[src/rtl/core/cclc_pkg.sv]
// ----------------------------------------------------------------------------
// cclc_pkg
// Shared types, codes and letter tables for the cheat-code letter codec.
// ----------------------------------------------------------------------------
package cclc_pkg;

  // Operation codes carried on the op input.
  localparam logic OpDecode = 1'b0;
  localparam logic OpEncode = 1'b1;

  // Code lengths reported with each result.
  localparam logic [3:0] CodeLenShort = 4'd6;
  localparam logic [3:0] CodeLenLong  = 4'd8;

  // Packed word layout.
  localparam int unsigned UseCmpBit = 31;

  // One result word of the codec.
  typedef struct packed {
    logic [31:0]     packed_word;
    logic [7:0][7:0] chars;
    logic [3:0]      code_length;
    logic            error;
  } result_t;

  // Letter lookup result: valid flag and the nibble it stands for.
  typedef struct packed {
    logic       valid;
    logic [3:0] nibble;
  } letter_t;

  // Maps an ASCII byte, either case, to its nibble. Invalid bytes give zero.
  function automatic letter_t letter_value(input logic [7:0] c);
    logic [7:0] up;
    letter_t    r;
    up = ((c >= 8'h61) && (c <= 8'h7A)) ? (c - 8'd32) : c;
    r.valid  = 1'b1;
    r.nibble = 4'd0;
    case (up)
      "A":     r.nibble = 4'd0;
      "P":     r.nibble = 4'd1;
      "Z":     r.nibble = 4'd2;
      "L":     r.nibble = 4'd3;
      "G":     r.nibble = 4'd4;
      "I":     r.nibble = 4'd5;
      "T":     r.nibble = 4'd6;
      "Y":     r.nibble = 4'd7;
      "E":     r.nibble = 4'd8;
      "O":     r.nibble = 4'd9;
      "X":     r.nibble = 4'd10;
      "U":     r.nibble = 4'd11;
      "K":     r.nibble = 4'd12;
      "S":     r.nibble = 4'd13;
      "V":     r.nibble = 4'd14;
      "N":     r.nibble = 4'd15;
      default: r.valid  = 1'b0;
    endcase
    return r;
  endfunction

  // Maps a nibble to its upper-case letter.
  function automatic logic [7:0] letter_char(input logic [3:0] n);
    logic [7:0] c;
    case (n)
      4'd0:    c = "A";
      4'd1:    c = "P";
      4'd2:    c = "Z";
      4'd3:    c = "L";
      4'd4:    c = "G";
      4'd5:    c = "I";
      4'd6:    c = "T";
      4'd7:    c = "Y";
      4'd8:    c = "E";
      4'd9:    c = "O";
      4'd10:   c = "X";
      4'd11:   c = "U";
      4'd12:   c = "K";
      4'd13:   c = "S";
      4'd14:   c = "V";
      default: c = "N";
    endcase
    return c;
  endfunction

endpackage

[src/rtl/core/cclc_decode.sv]
// ----------------------------------------------------------------------------
// cclc_decode
// Turns six or eight code letters into the packed address/compare/data word.
// ----------------------------------------------------------------------------
module cclc_decode (
  input  logic [7:0][7:0]          chars_i,
  output cclc_pkg::result_t        result_o
);
  import cclc_pkg::*;

  letter_t [7:0]   lv;
  logic [7:0][3:0] n;
  logic            eight;
  logic            bad;
  logic [14:0]     addr;
  logic [7:0]      data;
  logic [7:0]      cmp;

  // Look up every letter; invalid letters read as nibble zero.
  always_comb begin
    for (int i = 0; i < 8; i++) begin
      lv[i] = letter_value(chars_i[i]);
      n[i]  = lv[i].nibble;
    end
  end

  // The third letter selects the long form only when it is a valid letter.
  assign eight = lv[2].valid & lv[2].nibble[3];
  assign bad   = ~(&{lv[5].valid, lv[4].valid, lv[3].valid,
                     lv[2].valid, lv[1].valid, lv[0].valid})
               | (eight & ~(lv[6].valid & lv[7].valid));

  // Unscramble the address bits.
  assign addr = {n[3][2:0], n[4][3], n[5][2:0], n[1][3], n[2][2:0], n[3][3], n[4][2:0]};

  // Data byte takes its bit 3 from the eighth letter in long form, else the sixth.
  assign data = eight ? {n[0][3], n[1][2:0], n[7][3], n[0][2:0]}
                      : {n[0][3], n[1][2:0], n[5][3], n[0][2:0]};
  assign cmp  = eight ? {n[6][3], n[7][2:0], n[5][3], n[6][2:0]} : 8'd0;

  // Assemble the result; an error clears the word.
  always_comb begin
    result_o.chars       = '0;
    result_o.code_length = eight ? CodeLenLong : CodeLenShort;
    result_o.error       = bad;
    result_o.packed_word = bad ? 32'd0 : {eight, addr, cmp, data};
  end

endmodule

[src/rtl/core/cclc_encode.sv]
// ----------------------------------------------------------------------------
// cclc_encode
// Scrambles a packed address/compare/data word into upper-case code letters.
// ----------------------------------------------------------------------------
module cclc_encode (
  input  logic [31:0]              packed_i,
  output cclc_pkg::result_t        result_o
);
  import cclc_pkg::*;

  logic            eight;
  logic [14:0]     a;
  logic [7:0]      d;
  logic [7:0]      c;
  logic [7:0][3:0] n;

  assign eight = packed_i[UseCmpBit];
  assign a     = packed_i[30:16];
  assign c     = packed_i[15:8];
  assign d     = packed_i[7:0];

  // Spread the address, data and compare bits over the nibbles.
  always_comb begin
    n[0] = {d[7], d[2:0]};
    n[1] = {a[7], d[6:4]};
    n[2] = {eight, a[6:4]};
    n[3] = {a[3], a[14:12]};
    n[4] = {a[11], a[2:0]};
    n[5] = eight ? {c[3], a[10:8]} : {d[3], a[10:8]};
    n[6] = {c[7], c[2:0]};
    n[7] = {d[3], c[6:4]};
  end

  // Map nibbles to letters; the short form leaves the last two letters zero.
  always_comb begin
    for (int i = 0; i < 8; i++) begin
      result_o.chars[i] = letter_char(n[i]);
    end
    if (!eight) begin
      result_o.chars[6] = 8'd0;
      result_o.chars[7] = 8'd0;
    end
    result_o.packed_word = 32'd0;
    result_o.code_length = eight ? CodeLenLong : CodeLenShort;
    result_o.error       = 1'b0;
  end

endmodule

[src/rtl/core/cheat_code_letter_codec_core.sv]
// ----------------------------------------------------------------------------
// cheat_code_letter_codec_core
// Converts between six- or eight-letter cheat codes and a packed 32-bit word.
// ----------------------------------------------------------------------------
// Usage:
//   A word is taken at a rising edge where start is high and busy is low.
//   busy stays low: the codec has no shared unit, so it takes a word every
//   cycle. op_i selects decode (letters to packed word) or encode (packed
//   word to upper-case letters).
//   Each word is captured in an input register, translated by letter lookup
//   and bit permutation, and captured in a result register. The result shows
//   on the output ports for exactly one cycle, marked by done_o. One result
//   leaves per cycle. The receiver cannot stall; it must take the result in
//   the cycle done_o is high.
//   Reset clears the input and result valid flags, so no result appears
//   until a new word is taken; there is no stored state beyond that.
// ----------------------------------------------------------------------------
module cheat_code_letter_codec_core (
  input  logic        clk_i,
  input  logic        rst_ni,
  input  logic        start,
  output logic        busy,
  input  logic        op_i,
  input  logic [7:0]  in_char_0_i,
  input  logic [7:0]  in_char_1_i,
  input  logic [7:0]  in_char_2_i,
  input  logic [7:0]  in_char_3_i,
  input  logic [7:0]  in_char_4_i,
  input  logic [7:0]  in_char_5_i,
  input  logic [7:0]  in_char_6_i,
  input  logic [7:0]  in_char_7_i,
  input  logic [31:0] packed_in_i,
  output logic        done_o,
  output logic [31:0] packed_out_o,
  output logic [7:0]  out_char_0_o,
  output logic [7:0]  out_char_1_o,
  output logic [7:0]  out_char_2_o,
  output logic [7:0]  out_char_3_o,
  output logic [7:0]  out_char_4_o,
  output logic [7:0]  out_char_5_o,
  output logic [7:0]  out_char_6_o,
  output logic [7:0]  out_char_7_o,
  output logic [3:0]  code_length_o,
  output logic        error_o
);
  import cclc_pkg::*;

  logic            accept;
  logic            in_valid_q;
  logic            op_q;
  logic [7:0][7:0] chars_q;
  logic [31:0]     packed_q;
  result_t         dec_res;
  result_t         enc_res;
  result_t         res_d;
  result_t         res_q;
  logic            res_valid_q;

  assign busy   = 1'b0;
  assign accept = start & ~busy;

  // Input register valid flag.
  always_ff @(posedge clk_i or negedge rst_ni) begin
    if (!rst_ni) begin
      in_valid_q <= 1'b0;
    end else begin
      in_valid_q <= accept;
    end
  end

  // Input register payload.
  always_ff @(posedge clk_i) begin
    if (accept) begin
      op_q     <= op_i;
      chars_q  <= {in_char_7_i, in_char_6_i, in_char_5_i, in_char_4_i,
                   in_char_3_i, in_char_2_i, in_char_1_i, in_char_0_i};
      packed_q <= packed_in_i;
    end
  end

  cclc_decode u_decode (
    .chars_i  (chars_q),
    .result_o (dec_res)
  );

  cclc_encode u_encode (
    .packed_i (packed_q),
    .result_o (enc_res)
  );

  // Pick the translation that the operation asks for.
  assign res_d = (op_q == OpEncode) ? enc_res : dec_res;

  // Result register valid flag.
  always_ff @(posedge clk_i or negedge rst_ni) begin
    if (!rst_ni) begin
      res_valid_q <= 1'b0;
    end else begin
      res_valid_q <= in_valid_q;
    end
  end

  // Result register payload.
  always_ff @(posedge clk_i) begin
    if (in_valid_q) begin
      res_q <= res_d;
    end
  end

  // Drive the result ports.
  assign done_o        = res_valid_q;
  assign packed_out_o  = res_q.packed_word;
  assign out_char_0_o  = res_q.chars[0];
  assign out_char_1_o  = res_q.chars[1];
  assign out_char_2_o  = res_q.chars[2];
  assign out_char_3_o  = res_q.chars[3];
  assign out_char_4_o  = res_q.chars[4];
  assign out_char_5_o  = res_q.chars[5];
  assign out_char_6_o  = res_q.chars[6];
  assign out_char_7_o  = res_q.chars[7];
  assign code_length_o = res_q.code_length;
  assign error_o       = res_q.error;

endmodule

[config.mk]
export PLATFORM = sky130hd
export DESIGN_NAME = cheat_code_letter_codec_core
export DESIGN_NICKNAME = d
export VERILOG_FILES = /design/src/rtl/core/cclc_pkg.sv /design/src/rtl/core/cclc_decode.sv /design/src/rtl/core/cclc_encode.sv /design/src/rtl/core/cheat_code_letter_codec_core.sv
export SDC_FILE = /design/constraint.sdc
export NUM_CORES = 1
export LEC_CHECK = 0
export BUFFER_PORTS_ARGS = -buffer_cell sky130_fd_sc_hd__buf_2
export CAP_MARGIN = 5
export CORE_MARGIN = 2
export CORE_UTILIZATION = 39
export CTS_CLUSTER_DIAMETER = 200
export DETAILED_ROUTE_END_ITERATION = 7
export GPL_ROUTABILITY_DRIVEN = 0
export PLACE_DENSITY_LB_ADDON = 0.3
export RECOVER_POWER = 50
export SLEW_MARGIN = 20
export SYNTH_ARGS = -nofsm -noshare
export SYNTH_HDL_FRONTEND = slang
export SYNTH_SLANG_ARGS = --single-unit
[constraint.sdc]
create_clock -name clk_i -period 3.1 [get_ports clk_i]
set_clock_uncertainty 0.1 [all_clocks]
set_input_delay 0.465 -clock clk_i [delete_from_list [all_inputs] [get_ports clk_i]]
set_output_delay 0.465 -clock clk_i [all_outputs]
set_load 0.01 [all_outputs]
==> results.json, run 1 <==
{
  "drt_pass1_iterations": 7,
  "worstHoldPathType": "input port to flop",
  "fin_area_mm2": 0.0123,
  "violations": "max-capacitance violations, max-slew violations, negative setup slack",
  "grt_pass1_vias": 7302,
  "worstPathRequired_ps": 3260,
  "vias": 7845,
  "worstPathArrival_ps": 3290,
  "crit_fanout": 19,
  "grt_max_degree": 71,
  "htreeDepth": 4,
  "finalPower_mw": 6.21,
  "cts-root-buf": "clkbuf_16",
  "synth.area.mux_share": 0.00953,
  "cts-buffers-inserted": 17,
  "outcome": "finished, violations left",
  "syn-cell-area_mm2": 0.0101,
  "maxCapViolations": 1,
  "synth_top_family_by_area": "compound AO/OA/AOI/OAI gates",
  "drive_above_1_share": 0.252,
  "grt_overflow": 0,
  "finalNetCount": 1313,
  "synth_edf_count": 174,
  "ys_types": 73,
  "irDropWorstVdd_uv": 361,
  "antenna_found_initial": 8,
  "clock_path_buffers": 2,
  "ant_nets": 0,
  "grt_pass1_wl_mm": 36.1,
  "dieArea_mm2": 0.0272,
  "place.port_buffers": 184,
  "avgSynthCellArea_um2": 10.4,
  "synth_fa_ha_area_frac": 0.0614,
  "synth_compound_area_frac": 0.159,
  "rows": 58,
  "tightest_slew_ps": 1880,
  "cts_tree": "yes",
  "yosys-top-cells-area": "edfxtp_1, ha_1, nor2_1",
  "synth_ff_type": "edfxtp_1",
  "synth_async_sr_flop_share": 0.0114,
  "finalCriticalPeriod_ps": 3130,
  "wirelength_mm": 22.8,
  "fill_cells": 2347,
  "clk_pin_slew_worst_paths_ps": 80,
  "dp.cells": 1473,
  "powerDensity_mw_per_mm2": 506,
  "wl_per_cell_um": 15.0,
  "gr-usage-all-layers": 0.169,
  "crit_slowest_cell": "or4b_4",
  "crit_path_end_kind": "flop",
  "rsz0062_at_grt": "true",
  "setup_ws_ps": -33.8,
  "hpwl_mm": 16.4,
  "yosys_register_bits": 176,
  "postPlaceCellArea_mm2": 0.0116,
  "worst_setup_path_start_kind": "flop",
  "max-slew-margin-rel": -0.250,
  "drc": 0,
  "slew_viol_final": 71,
  "setup_viol_count_final": 5,
  "path_class": "flop to flop",
  "fp.dieW_um": 165,
  "synth-xor-area-share": 0.0303,
  "synth_largest_area_cell": "edfxtp_1",
  "viasPerCell": 5.19,
  "area_growth_pct": 21.3,
  "yosys_warnings": 0,
  "synthSimpleGateAreaFrac": 0.152,
  "drt-initial-drc-count": 521,
  "ys_seq_area_frac": 0.522,
  "hold_violations": 0,
  "max_stage_delay_ps": 540,
  "clock_sinks": 176,
  "ios": 203,
  "power_leakage_nw": 4.79,
  "die_h_um": 165,
  "holdWs_ps": 110,
  "critical_path.cell_chain": "nor2b_1 > o211a_1 > a221o_1 > a2111o_1 > a2111oi_4 > or4b_4 > buf_12 > nor4b_2",
  "synth_top_area_frac": 0.517,
  "start_util": 0.399,
  "fmax_mhz": 319,
  "core_area_mm2": 0.0253,
  "clkLatencyLatePin_ps": 420,
  "stdcell_count": 1513,
  "post-route-period-util": 1.01,
  "synthCells": 968
}
[critical path, delay by kind of cell (launching register included)]
| kind | cells | cell delay, ps |
|---|---|---|
| AO/OA/AOI/OAI | 4 | 1250 |
| buffers and inverters | 1 | 180 |
| flip-flops | 1 | 520 |
| AND/OR/NAND/NOR | 3 | 910 |
[synth_stat cells, types with 12 or more instances]
cell type,count
inv_1,54
edfxtp_1,174
a31oi_1,18
clkbuf_1,56
nand2b_1,18
nor2b_1,21
buf_4,25
xor2_1,12
xnor2_1,23
nor2_1,98
ha_1,48
nand2_1,63
a21oi_1,53
a211oi_1,30
o21ai_0,54
nor3_1,51
[stage by stage]
stage	TNS (ps)	utilization	setup WS, ps
after floorplan	0	-	74.9
final	-90.3	0.484	-33.8
after global placement	-308	0.457	-82.3
after CTS	-251	0.482	-67.9
after detailed placement	-1230	0.457	-156
after global routing	-2610	0.484	-133
[final timing paths]
path                                        from                              to  slack [ps]  depth (start not counted)
min reg2reg                 in_valid_q$_DFF_PN0_                done_o$_DFF_PN0_         520                          0
min in group asynchronous                 rst_ni            in_valid_q$_DFF_PN0_         250                          2
min                               packed_in_i[3]           packed_q[3]$_DFFE_PP_         110                          1
max reg2reg                chars_q[17]$_DFFE_PP_  packed_out_o[19]$_SDFFCE_PP0P_         -30                          8
max in group asynchronous                 rst_ni                done_o$_DFF_PN0_        2520                          2
max                        chars_q[17]$_DFFE_PP_  packed_out_o[19]$_SDFFCE_PP0P_         -30                          8
[registers in the layout, summed over array words and instances, names as in the netlist]
register and count:
chars_q 64, packed_out_o 32, packed_q 32, out_char_0_o 6, out_char_7_o 6, out_char_1_o 5, out_char_2_o 5, out_char_3_o 5
out_char_4_o 5, out_char_5_o 5, out_char_6_o 5, code_length_o 2, done_o 1, error_o 1, in_valid_q 1, op_q 1
[cells in the final DEF (no fill, tap or decap), types with 7 or more instances in the layout]
cell         n
nor2b_1     21
nor3_1      50
buf_2      174
a31oi_1     18
a311oi_1    10
xor2_1      12
nor3b_1     10
nand2_1     63
nand2b_1    18
clkbuf_1    11
nor2_1      98
inv_1       53
buf_4       62
nand3_1      9
conb_1      18
nand3b_1     9
a21oi_1     53
o21ai_0     53
edfxtp_1   174
ha_1        47
a21o_1       7
clkbuf_16   17
xnor2_1     23
a211oi_1    30
[where the power goes]
group          internal [mW]  switching, mW
Clock                   1.07           1.02
Combinational          0.487          0.630
Sequential              2.84          0.164
[cell type report]
type | count | area [um^2] | area share
Antenna cell | 5 | 12.5 | 0.00102
Multi-Input combinational cell | 662 | 4350 | 0.354
Timing Repair Buffer | 253 | 1440 | 0.117
Clock buffer | 17 | 425 | 0.0347
Clock inverter | 15 | 146 | 0.0119
Sequential cell | 176 | 5280 | 0.430
Inverter | 55 | 206 | 0.0168
Tap cell | 330 | 413 | 0.0337
[per-layer routing]
layer | track usage | wire [um] | up-vias
met3 | 0.0472 | 1610 | 23
li1 | - | - | 3925
met1 | 0.219 | 10200 | 3664
met2 | 0.276 | 10500 | 227
met5 | 0 | 34 | -
met4 | 0.0534 | 366 | 6
[cells by family after synthesis]
logic type / after synthesis
flip-flops: 176
buffers and inverters: 147
adder cells (fa/ha/maj): 50
multiplexers: 9
XOR/XNOR: 35
AO/OA/AOI/OAI: 239
other: 1
AND/OR/NAND/NOR: 311
[timing repair]
item                                    CTS  global route
endpoints found under the setup margin   28            32
setup buffers                             1             1
pin swaps                                 0             2
endpoints found under the hold margin     2             0
gates resized for setup                  10            12
hold buffers                              1             0
No activity file was read; power rests on OpenSTA's default activity.
==> inputs of run 2 (changes only) <==
Settings changed: BUFFER_PORTS_ARGS -buffer_cell sky130_fd_sc_hd__buf_2 to unset, DONT_BUFFER_PORTS set to 1, HOLD_SLACK_MARGIN set to 0.15.
Clock period 3.1 ns to 4 ns, I/O delays scaled along.
==> results.json, run 2 (same netlist as run 1, synthesis figures left out) <==
{
  "clock_path_buffers": 2,
  "maxCapViolations": 1,
  "r2r.worst_path.cells": 10,
  "r2r-start": "chars_q[5]$_DFFE_PP_",
  "hpwl_mm": 14.9,
  "clkPwrFrac": 0.345,
  "finalNetCount": 1176,
  "grt_pass1_wl_mm": 36.2,
  "antenna_found_initial": 5,
  "cts-root-buf": "clkbuf_16",
  "gr-usage-all-layers": 0.171,
  "violations": "max-capacitance violations, max-slew violations",
  "postCtsSetupBuffers": 0,
  "dieArea_mm2": 0.0272,
  "irDropWorstVdd_uv": 266,
  "start_util": 0.399,
  "wirelength_mm": 22.9,
  "grt_overflow": 0,
  "combPwrFrac": 0.136,
  "fill_cells": 2302,
  "powerDensity_mw_per_mm2": 398,
  "clk_pin_slew_worst_paths_ps": 80,
  "ant_nets": 0,
  "fmax_mhz": 276,
  "crit_fanout": 25,
  "r2r-end": "packed_out_o[14]$_SDFFCE_PP0P_",
  "worst_setup_path_start_kind": "flop",
  "drive_above_1_share": 0.0586,
  "rsz0062_at_grt": "false",
  "rows": 58,
  "wl_per_cell_um": 16.6,
  "hold_end": "chars_q[47]$_DFFE_PP_",
  "ios": 203,
  "post-route-period-util": 0.904,
  "cts_tree": "yes",
  "min_path_cells": 0,
  "setup_viol_count_final": 0,
  "outcome": "finished, violations left",
  "max-slew-margin-rel": -0.154,
  "worstPathRequired_ps": 4100,
  "vias": 7354,
  "core_area_mm2": 0.0253,
  "worstHoldPathType": "input port to flop",
  "crit_path_end_kind": "flop",
  "grt_max_degree": 99,
  "cts-buffers-inserted": 17,
  "drc": 0,
  "power_leakage_nw": 4.25,
  "fp.dieW_um": 165,
  "worstPathArrival_ps": 3720,
  "htreeDepth": 4,
  "p_sw_mw": 1.36,
  "grt_pass1_vias": 6997,
  "die_h_um": 165,
  "tightest_slew_ps": 1730,
  "regToRegSetupSlack_ps": 380,
  "place.port_buffers": 0,
  "drt_pass1_iterations": 5,
  "viasPerCell": 5.34,
  "clock_sinks": 176,
  "hold_start": "start",
  "post-route-util": 0.468,
  "slew_viol_final": 36,
  "largest_reg_flops": 64,
  "finalCriticalPeriod_ps": 3620,
  "hold_violations": 0,
  "regMostFlops": "chars_q",
  "tns_ps": 0,
  "final_common_cell": "edfxtp_1",
  "intPower_mw": 3.35,
  "final_cell_mix": "edfxtp_1, dlygate4sd3_1, nor2_1",
  "clkLatencyLatePin_ps": 430,
  "area_growth_pct": 17.2,
  "power_frac_seq": 0.519,
  "drt-initial-drc-count": 823,
  "sw_frac_of_total": 0.289,
  "path_class": "flop to flop"
}
run 2: area by class of cell:
class,count,area [um^2],share of cell area
tap,330,413,0.0348
multi-input combinational,662,4240,0.358
antenna,5,12.5,0.00106
clock inverter,15,151,0.0128
sequential,176,5280,0.445
inverter,55,206,0.0174
clock buffer,17,425,0.0359
timing repair buffer,116,1130,0.0951
run 2: stage by stage:
stage          area, um^2  hold WS, ps  power, mW  setup slack, ps  cells
3_5_place_dp        10300          204       3.04              324   1239
3_3_place_gp        10300          204       3.03              540   1239
2_1_floorplan       10200          204       2.91              799    985
5_1_grt             11800          160       4.95             69.5   1374
6_report            11800          194       4.71              383   1376
4_1_cts             11800          160       4.76              391   1370
run 2: worst max-delay path: stages, from the launching register on:
cell and delay (ps):
edfxtp_1 430, inv_1 110, ha_1 230, o21ai_0 160, nand3b_1 100, or3_4 370, a2111o_1 400, a2111oi_1 420
or4b_1 490, buf_4 250, a2111oi_0 320
run 2: worst max path at each step:
stage,start,to,slack (ps),cells after the start
after CTS,chars_q[5]$_DFFE_PP_,packed_out_o[14]$_SDFFCE_PP0P_,390,10
after floorplan,chars_q[5]$_DFFE_PP_,packed_out_o[19]$_SDFFCE_PP0P_,800,11
after detailed placement,chars_q[5]$_DFFE_PP_,packed_out_o[14]$_SDFFCE_PP0P_,320,10
after global routing,chars_q[5]$_DFFE_PP_,packed_out_o[12]$_SDFFCE_PP0P_,70,10
after global placement,chars_q[5]$_DFFE_PP_,packed_out_o[14]$_SDFFCE_PP0P_,540,10
final,chars_q[5]$_DFFE_PP_,packed_out_o[14]$_SDFFCE_PP0P_,380,10
run 2: layer usage:
layer	vias up	GRT usage	share of wire
li1	3664	-	-
met1	3443	0.222	0.45
met2	223	0.273	0.47
met3	24	0.0505	0.065
met4	0	0.0573	0.014
met5	-	0	0
run 2: what timing repair did:
| item | in CTS | in global routing |
|---|---|---|
| resized for setup | 0 | 0 |
| hold buffers | 99 | 0 |
| hold endpoints to repair | 100 | 0 |
run 2: power groups by stage:
| stage | logic, mW | registers (mW) | clock network (mW) |
|---|---|---|---|
| finish | 0.640 | 2.45 | 1.63 |
| global route | 0.730 | 2.48 | 1.74 |
| CTS | 0.626 | 2.46 | 1.68 |
| detailed placement | 0.543 | 2.50 | 0 |
| global placement | 0.536 | 2.49 | 0 |
| floorplan | 0.549 | 2.36 | 0 |
